<file path="config.mk">
export PLATFORM = sky130hd
export DESIGN_NAME = top_k_score_list_top
export DESIGN_NICKNAME = d
export VERILOG_FILES = /design/src/sv/tksl_pkg.sv /design/src/sv/tksl_cell.sv /design/src/sv/top_k_score_list_top.sv
export SDC_FILE = /design/constraint.sdc
export NUM_CORES = 2
export LEC_CHECK = 0
export BUFFER_PORTS_ARGS = -buffer_cell sky130_fd_sc_hd__buf_2
export CORE_MARGIN = 2
export CORE_UTILIZATION = 49
export CTS_CLUSTER_SIZE = 14
export DETAILED_ROUTE_END_ITERATION = 10
export SYNTH_ARGS = -nofsm -noshare
export SYNTH_HDL_FRONTEND = slang
export SYNTH_HIERARCHICAL = 1
export SYNTH_SLANG_ARGS = --single-unit
</file>
<file path="constraint.sdc">
create_clock -name clk -period 17.2 [get_ports clk]
set_input_delay 2.58 -clock clk [delete_from_list [all_inputs] [get_ports clk]]
set_output_delay 2.58 -clock clk [all_outputs]
set_load 0.05 [all_outputs]
</file>
<file path="src/sv/tksl_pkg.sv">
// shared constants and types for the top-k score list
`timescale 1ns / 1ps

package tksl_pkg;

    localparam int MAX_KEEP = 16;
    localparam int TAG_BITS = 16;
    localparam int SCORE_W  = 32;
    localparam int TAG_IN_W = 16;
    localparam int KEEP_W   = 5;
    localparam int RANK_W   = 4;
    localparam int IDX_W    = (MAX_KEEP > 1) ? $clog2(MAX_KEEP) : 1;
    localparam int CNT_W    = $clog2(MAX_KEEP + 1);
    localparam int IN_W     = 48;
    localparam int OUT_W    = 64;

    // broadcast from the top level to every cell
    typedef struct packed {
        logic                       load;
        logic                       accepted;
        logic signed [SCORE_W-1:0]  cand_score;
        logic [TAG_BITS-1:0]        cand_tag;
    } cell_ctl_t;

    // what a cell shows its right-hand neighbor
    typedef struct packed {
        logic                       ge;
        logic signed [SCORE_W-1:0]  score;
        logic [TAG_BITS-1:0]        tag;
    } cell_dat_t;

endpackage

</file>
<file path="src/sv/tksl_cell.sv">
// one list slot: holds an entry, compares it to the candidate, shifts right on insert
`timescale 1ns / 1ps

module tksl_cell
(
    input  logic               clk,
    input  logic               rst_n,
    input  tksl_pkg::cell_ctl_t ctl,
    input  logic               valid,
    input  tksl_pkg::cell_dat_t prev,
    output tksl_pkg::cell_dat_t cur
);
    import tksl_pkg::*;

    logic signed [SCORE_W-1:0] score_reg;
    logic signed [SCORE_W-1:0] score_next;
    logic [TAG_BITS-1:0]       tag_reg;
    logic [TAG_BITS-1:0]       tag_next;
    logic                      ge;

    // held entry ranks ahead of the candidate (ties keep arrival order)
    assign ge = valid && (score_reg >= ctl.cand_score);

    assign cur.ge    = ge;
    assign cur.score = score_reg;
    assign cur.tag   = tag_reg;

    // keep, take the candidate, or take the left neighbor's entry
    always_comb
    begin
        score_next = score_reg;
        tag_next   = tag_reg;
        if (ctl.load && ctl.accepted && !ge)
        begin
            if (prev.ge)
            begin
                score_next = ctl.cand_score;
                tag_next   = ctl.cand_tag;
            end
            else
            begin
                score_next = prev.score;
                tag_next   = prev.tag;
            end
        end
    end

    // payload registers
    always_ff @(posedge clk or negedge rst_n)
    begin
        if (!rst_n)
        begin
            score_reg <= '0;
            tag_reg   <= '0;
        end
        else
        begin
            score_reg <= score_next;
            tag_reg   <= tag_next;
        end
    end

endmodule

</file>
<file path="src/sv/top_k_score_list_top.sv">
// top level: config register, cell chain, fill count and result word register
//
// channel    direction  word contents (low bit up)
// s_axis     in         cand_score[31:0], cand_tag[47:32]
// m_axis     out        accepted, rank, evicted, evicted_tag, lowest_score, kept, full_res
// cfg        in         keep_count[4:0]
//
// one candidate per cycle while s_axis_tready is high: the whole cell row compares and shifts in the same edge
// the result word is registered at the edge that takes its candidate and is out from the next cycle
// s_axis_tready drops only while a result waits and m_axis_tready is low
// reset clears fill count, result valid and the cell entries; keep_count resets to 1
`timescale 1ns / 1ps

module top_k_score_list_top
(
    input  logic                      clk,
    input  logic                      rst_n,
    input  logic                      s_axis_tvalid,
    output logic                      s_axis_tready,
    input  logic [tksl_pkg::IN_W-1:0] s_axis_tdata,   // cand_score, cand_tag
    output logic                      m_axis_tvalid,
    input  logic                      m_axis_tready,
    output logic [tksl_pkg::OUT_W-1:0] m_axis_tdata,  // accepted, rank[4:1], evicted,
                                                      // evicted_tag[21:6], lowest_score[53:22],
                                                      // kept[58:54], full_res, zero pad
    input  logic                      cfg_valid,
    output logic                      cfg_ready,
    input  logic [tksl_pkg::KEEP_W-1:0] cfg_data    // keep_count
);
    import tksl_pkg::*;

    logic [KEEP_W-1:0]         keep_reg;
    logic [CNT_W-1:0]          fill_reg;
    logic [CNT_W-1:0]          fill_next;
    logic                      out_valid_reg;
    logic [OUT_W-1:0]          out_data_reg;
    logic [OUT_W-1:0]          out_data_next;

    logic                      take;
    logic signed [SCORE_W-1:0] cand_score;
    logic [TAG_IN_W-1:0]       cand_tag_in;
    logic [CNT_W-1:0]          k_eff;
    logic [CNT_W-1:0]          f_eff;
    logic [MAX_KEEP-1:0]       ge_vec;
    logic [CNT_W-1:0]          pos;
    logic                      accepted;
    logic                      evicted;
    logic [TAG_IN_W-1:0]       evicted_tag;
    logic signed [SCORE_W-1:0] lowest;
    logic [CNT_W-1:0]          low_sel;
    logic [CNT_W-1:0]          evict_sel;
    logic                      full_res;

    cell_ctl_t                 ctl;
    cell_dat_t                 chain_in  [MAX_KEEP];
    cell_dat_t                 chain_out [MAX_KEEP];

    assign cand_score  = s_axis_tdata[SCORE_W-1:0];
    assign cand_tag_in = s_axis_tdata[SCORE_W +: TAG_IN_W];

    assign cfg_ready     = 1'b1;
    assign take          = s_axis_tvalid && s_axis_tready;
    assign s_axis_tready = !out_valid_reg || m_axis_tready;
    assign m_axis_tvalid = out_valid_reg;
    assign m_axis_tdata  = out_data_reg;

    // effective keep count saturates, fill is cut to it at the start of a step
    always_comb
    begin
        if (32'(keep_reg) > 32'(MAX_KEEP))
            k_eff = CNT_W'(MAX_KEEP);
        else
            k_eff = CNT_W'(keep_reg);
        f_eff = (fill_reg > k_eff) ? k_eff : fill_reg;
    end

    assign ctl.load       = take;
    assign ctl.accepted   = accepted;
    assign ctl.cand_score = cand_score;
    assign ctl.cand_tag   = TAG_BITS'(cand_tag_in);

    // cell row, each slot fed by its left neighbor; slot 0 sees the candidate
    genvar gi;
    generate
        for (gi = 0; gi < MAX_KEEP; gi++)
        begin : g_cell
            if (gi == 0)
            begin : g_head
                assign chain_in[gi].ge    = 1'b1;
                assign chain_in[gi].score = cand_score;
                assign chain_in[gi].tag   = TAG_BITS'(cand_tag_in);
            end
            else
            begin : g_link
                assign chain_in[gi] = chain_out[gi-1];
            end

            tksl_cell u_cell
            (
                .clk   (clk),
                .rst_n (rst_n),
                .ctl   (ctl),
                .valid (CNT_W'(gi) < f_eff),
                .prev  (chain_in[gi]),
                .cur   (chain_out[gi])
            );

            assign ge_vec[gi] = chain_out[gi].ge;
        end
    endgenerate

    // insert position: first slot that does not rank ahead (ge flags form a prefix)
    always_comb
    begin
        pos = CNT_W'(MAX_KEEP);
        for (int i = MAX_KEEP - 1; i >= 0; i--)
        begin
            if (!ge_vec[i])
                pos = CNT_W'(i);
        end
    end

    // outcome, new fill and the values picked from the old row
    always_comb
    begin
        accepted  = pos < k_eff;
        evicted   = accepted && (f_eff == k_eff);
        evict_sel = k_eff - CNT_W'(1);
        if (evicted)
            evicted_tag = TAG_IN_W'(chain_out[evict_sel[IDX_W-1:0]].tag);
        else
            evicted_tag = '0;

        if (accepted && !evicted)
            fill_next = f_eff + CNT_W'(1);
        else
            fill_next = f_eff;

        // last entry after the step: candidate, or an old entry maybe shifted by one
        if (accepted)
            low_sel = fill_next - CNT_W'(2);
        else
            low_sel = f_eff - CNT_W'(1);

        if (fill_next == '0)
            lowest = '0;
        else if (accepted && (pos == fill_next - CNT_W'(1)))
            lowest = cand_score;
        else
            lowest = chain_out[low_sel[IDX_W-1:0]].score;

        full_res = (fill_next == k_eff);

        out_data_next = '0;
        out_data_next[0]     = accepted;
        out_data_next[4:1]   = accepted ? RANK_W'(pos) : '0;
        out_data_next[5]     = evicted;
        out_data_next[21:6]  = evicted_tag;
        out_data_next[53:22] = lowest;
        out_data_next[58:54] = 5'(fill_next);
        out_data_next[59]    = full_res;
    end

    // control registers
    always_ff @(posedge clk or negedge rst_n)
    begin
        if (!rst_n)
        begin
            keep_reg      <= KEEP_W'(1);
            fill_reg      <= '0;
            out_valid_reg <= 1'b0;
        end
        else
        begin
            if (cfg_valid && cfg_ready)
                keep_reg <= cfg_data;
            if (take)
            begin
                fill_reg      <= fill_next;
                out_valid_reg <= 1'b1;
            end
            else if (m_axis_tready)
            begin
                out_valid_reg <= 1'b0;
            end
        end
    end

    // result word register
    always_ff @(posedge clk)
    begin
        if (take)
            out_data_reg <= out_data_next;
    end

endmodule

</file>
==> summary.txt <==
Finish
  – Filler Cell Count: about 12k
  – Flip-flop count of the largest register after layout: just over 500
  – Number of nets in the layout: 6,612
  – Proportion of layout cells with a drive suffix above 1: 30.2%
  – Final cell count without fillers: a little under 8k
  – Area added between synthesis and finish: 8.39%

Clock tree
  – Max Root-Sink Buffers: 3
  – CTS tree: yes
  – Clock root buffer: sky130_fd_sc_hd__clkbuf_16
  – Total setup buffers inserted after CTS: 0
  – Total number of clock tree sinks: between 800 and 900
  – Clock buffers created by TritonCTS: approximately 100
  – Post-CTS Hold Fix Bufs: 0
  – Cells resized by post-CTS repair: 0
  – CTS H-Tree Depth: 3
  – Latest clock arrival within the worst-skew pair: 760 ps
  – Clock slew at the register clock pins of the worst setup and hold paths: 60 ps

Yosys
  – Library cells used by synthesis: roughly 90
  – Async set-reset flop share out of synthesis: between 90 and 100%
  – Most used flip-flop cell after synthesis: sky130_fd_sc_hd__dfrtp_1
  – Avg Synthesized Cell Area: 10.7 um2
  – Number of enable-type register cells in the synthesized netlist: 60
  – Yosys warning count: 6
  – Sequential cell area fraction in the yosys report: 32.9%
  – Synthesized flop and latch total: ~840
  – Summed instance area of the synthesized netlist: ~0.065 mm2
  – Cell count after synthesis: between 6k and 7k

Timing
  – Setup repair after global routing missed its margin: false
  – Final setup vio count: 0
  – Minimum clock period after layout: 12,160 ps
  – Highest attainable clock frequency: 0.0823 GHz
  – Max-slew headroom: ~2%
  – Hold Vio Cnt, Final: 0
  – Final count of pins violating max slew: 0
  – Final total negative setup slack: 0 ps
  – Final setup skew: roughly 42 ps
  – Slew of the pin with the lowest slew margin: approximately 1500 ps
  – Setup WS post-layout: 5040 ps
  – Final period util: a little over 70%

Outcome
  – Run status: finished with violations
  – Violated checks: capacitance limit

Run
  – Max-cap violation count: 1

Setup path
  – Slowest stage cell on the critical path: sky130_fd_sc_hd__nand2_1
  – Maximum fanout along the worst path: 37
  – Critical Path Sink Type: register
  – Critical path required time: about 18,000 ps
  – Number of buffers and inverters on the critical path: 4
  – Endpoint arrival time on the critical path: around 13,000 ps
  – Largest delay share family, worst path: compound AO/OA/AOI/OAI gates
  – Worst setup SP type: register
  – Biggest cell delay along the critical path: 790 ps
  – Category of the critical setup timing path: register to register
  – Worst path most repeated cell: sky130_fd_sc_hd__nand2_1

Floorplanning
  – Core area: about 0.13 mm2
  – Row cnt: between 100 and 150
  – Horizontal die dimension: ~370 um
  – Num ports: 125
  – Starting density of the core: roughly half
  – Chip Height: around 370 um
  – Area of the die: approximately 0.14 mm2

Drt
  – Detailed-routing iteration count for the pre-antenna-repair pass: 8
  – # DRC: 0
  – Overall via count from detail_route: about 52k
  – Antenna Nets Post-Route: 0
  – Drt wl/cell: a little over 30 um
  – Initial drt markers: slightly above 5k
  – Wire length reported by the detailed router: about 240,000 um
  – DR vias/cell: 6.57

Placement
  – IO Port Bufs: roughly 120
  – Setup Slack @ Placement: approximately 5200 ps
  – Placed Cells: approximately 7.7k
  – Weighted congestion at the end of routability-driven global placement: between 1 and 1.5
  – Post-DP HPWL: 165,000 um

Global routing
  – GRT overflow: 0
  – Overall routing resource usage: a little over a third
  – Via count of the first global-routing pass: roughly 51k
  – Largest net degree at the start of global routing: 91
  – Antenna violations before repair: 11
  – Wire length of the first global-routing pass: about 360,000 um

Hold path
  – Class of the tightest hold or removal check: register to register
## cells in the mapped netlist (18+ instances only)
cell | count | area share [%]
sky130_fd_sc_hd__nor2b_1 | 19 | 0.18
sky130_fd_sc_hd__and3_1 | 37 | 0.36
sky130_fd_sc_hd__a311oi_1 | 32 | 0.43
sky130_fd_sc_hd__a211oi_1 | 85 | 0.99
sky130_fd_sc_hd__a21oi_1 | 288 | 2.2
sky130_fd_sc_hd__buf_4 | 55 | 0.64
sky130_fd_sc_hd__nand4_1 | 91 | 0.88
sky130_fd_sc_hd__mux2_1 | 304 | 5.3
sky130_fd_sc_hd__mux2i_1 | 50 | 0.77
sky130_fd_sc_hd__a21o_1 | 64 | 0.74
sky130_fd_sc_hd__buf_6 | 50 | 0.87
sky130_fd_sc_hd__clkbuf_1 | 240 | 1.4
sky130_fd_sc_hd__o22ai_1 | 31 | 0.30
sky130_fd_sc_hd__nor4_1 | 99 | 0.96
sky130_fd_sc_hd__nor3_1 | 73 | 0.56
sky130_fd_sc_hd__buf_2 | 22 | 0.17
sky130_fd_sc_hd__nand2_1 | 172 | 1.0
sky130_fd_sc_hd__a41oi_2 | 30 | 0.75
sky130_fd_sc_hd__mux2_2 | 1220 | 21
sky130_fd_sc_hd__ha_1 | 526 | 10
sky130_fd_sc_hd__a2111oi_0 | 36 | 0.49
sky130_fd_sc_hd__o21ai_0 | 193 | 1.5
sky130_fd_sc_hd__buf_1 | 26 | 0.15
sky130_fd_sc_hd__nand3_1 | 185 | 1.4
sky130_fd_sc_hd__nor2_1 | 114 | 0.66
sky130_fd_sc_hd__dfrtp_1 | 778 | 30
sky130_fd_sc_hd__nand2b_1 | 50 | 0.48
sky130_fd_sc_hd__inv_1 | 585 | 3.4
sky130_fd_sc_hd__a2111oi_2 | 30 | 0.70
sky130_fd_sc_hd__a32oi_1 | 18 | 0.24
sky130_fd_sc_hd__a31oi_1 | 98 | 0.95
sky130_fd_sc_hd__o22a_1 | 126 | 1.7
sky130_fd_sc_hd__edfxtp_1 | 60 | 2.8
sky130_fd_sc_hd__mux4_2 | 64 | 2.2
## worst reg2reg max path: cells and delay by family (launching register included)
| family | cells | cell delay (ps) |
|---|---|---|
| buf+inv | 4 | 1310 |
| compound gates | 16 | 5860 |
| simple gates | 9 | 2520 |
| flops | 1 | 740 |
| fa+ha+maj | 3 | 930 |
| xor+xnor | 1 | 470 |
## cell usage in the layout, fill, tap and decap left out, types with 50 or more instances in the layout
| cell | Yosys | final |
|---|---|---|
| sky130_fd_sc_hd__nor4_1 | 99 | 99 |
| sky130_fd_sc_hd__nor3_1 | 73 | 71 |
| sky130_fd_sc_hd__ha_1 | 526 | 524 |
| sky130_fd_sc_hd__edfxtp_1 | 60 | 60 |
| sky130_fd_sc_hd__o21ai_0 | 193 | 193 |
| sky130_fd_sc_hd__nand3_1 | 185 | 183 |
| sky130_fd_sc_hd__o22a_1 | 126 | 126 |
| sky130_fd_sc_hd__buf_2 | 22 | 118 |
| sky130_fd_sc_hd__nand4_1 | 91 | 91 |
| sky130_fd_sc_hd__dfrtp_1 | 778 | 778 |
| sky130_fd_sc_hd__inv_1 | 585 | 584 |
| sky130_fd_sc_hd__mux2_1 | 304 | 304 |
| sky130_fd_sc_hd__nand2_1 | 172 | 171 |
| sky130_fd_sc_hd__mux2_2 | 1220 | 1220 |
| sky130_fd_sc_hd__a21o_1 | 64 | 64 |
| sky130_fd_sc_hd__nor2_1 | 114 | 113 |
| sky130_fd_sc_hd__a21oi_1 | 288 | 286 |
| sky130_fd_sc_hd__a31oi_1 | 98 | 98 |
| sky130_fd_sc_hd__buf_4 | 55 | 123 |
| sky130_fd_sc_hd__nand2b_1 | 50 | 50 |
| sky130_fd_sc_hd__clkbuf_16 | 0 | 102 |
| sky130_fd_sc_hd__mux4_2 | 64 | 64 |
| sky130_fd_sc_hd__a211oi_1 | 85 | 84 |
## final timing paths
kind / endpoint / slack [ps] / start / cells after the start
min: g_cell[15].u_cell/tag_reg[5] / 500 / g_cell[15].u_cell/tag_reg[5] / 1
max: m_axis_tdata[41] / 5040 / keep_reg[4] / 33
max reg2reg: m_axis_tdata[41] / 5040 / keep_reg[4] / 33
max in group asynchronous: g_cell[11].u_cell/score_reg[25] / 12100 / rst_n / 4
min in group asynchronous: g_cell[13].u_cell/tag_reg[2] / 1840 / rst_n / 1
min reg2reg: g_cell[15].u_cell/tag_reg[5] / 500 / g_cell[15].u_cell/tag_reg[5] / 1
## layer usage
layer	track usage [%]	wire [um]	up-vias
li1	-	-	22600
met1	46.0	99700	26000
met2	53.6	106000	2375
met3	6.30	17000	738
met4	25.3	20600	10
met5	0	70	-
## logic make-up after synthesis
logic type | count (synthesis) | synth area share, %
AOI/OAI and AO/OA | 1170 | 13.0
muxes | 1638 | 29.5
buffers and inverters | 982 | 6.63
DFF | 839 | 32.9
xor gates and xnor gates | 19 | 0.300
and+or+nand+nor | 894 | 7.48
other | 2 | 0.0116
adders and majority gates | 526 | 10.2
## layout make-up
class / count / area, um2 / area share [%]
antenna: 3 / 7.51 / 0.0107
inverter: 589 / 2220 / 3.16
sequential: 839 / 21300 / 30.3
tap: 1755 / 2200 / 3.13
clock inverter: 46 / 632 / 0.900
multi-input combinational: 4255 / 39400 / 56.1
timing repair buffer: 242 / 1530 / 2.18
clock buffer: 145 / 2900 / 4.14
## metrics by stage
stage	hold WS [ps]	util, %	instance area, um2
4_1_cts	509	53.4	70200
3_3_place_gp	487	50.8	66600
6_report	505	53.4	70200
2_1_floorplan	476	-	64800
3_5_place_dp	495	50.8	66600
5_1_grt	521	53.4	70200
Power is not shown: default switching activity piles up to over one toggle a cycle in this logic, so the estimate is an artifact.
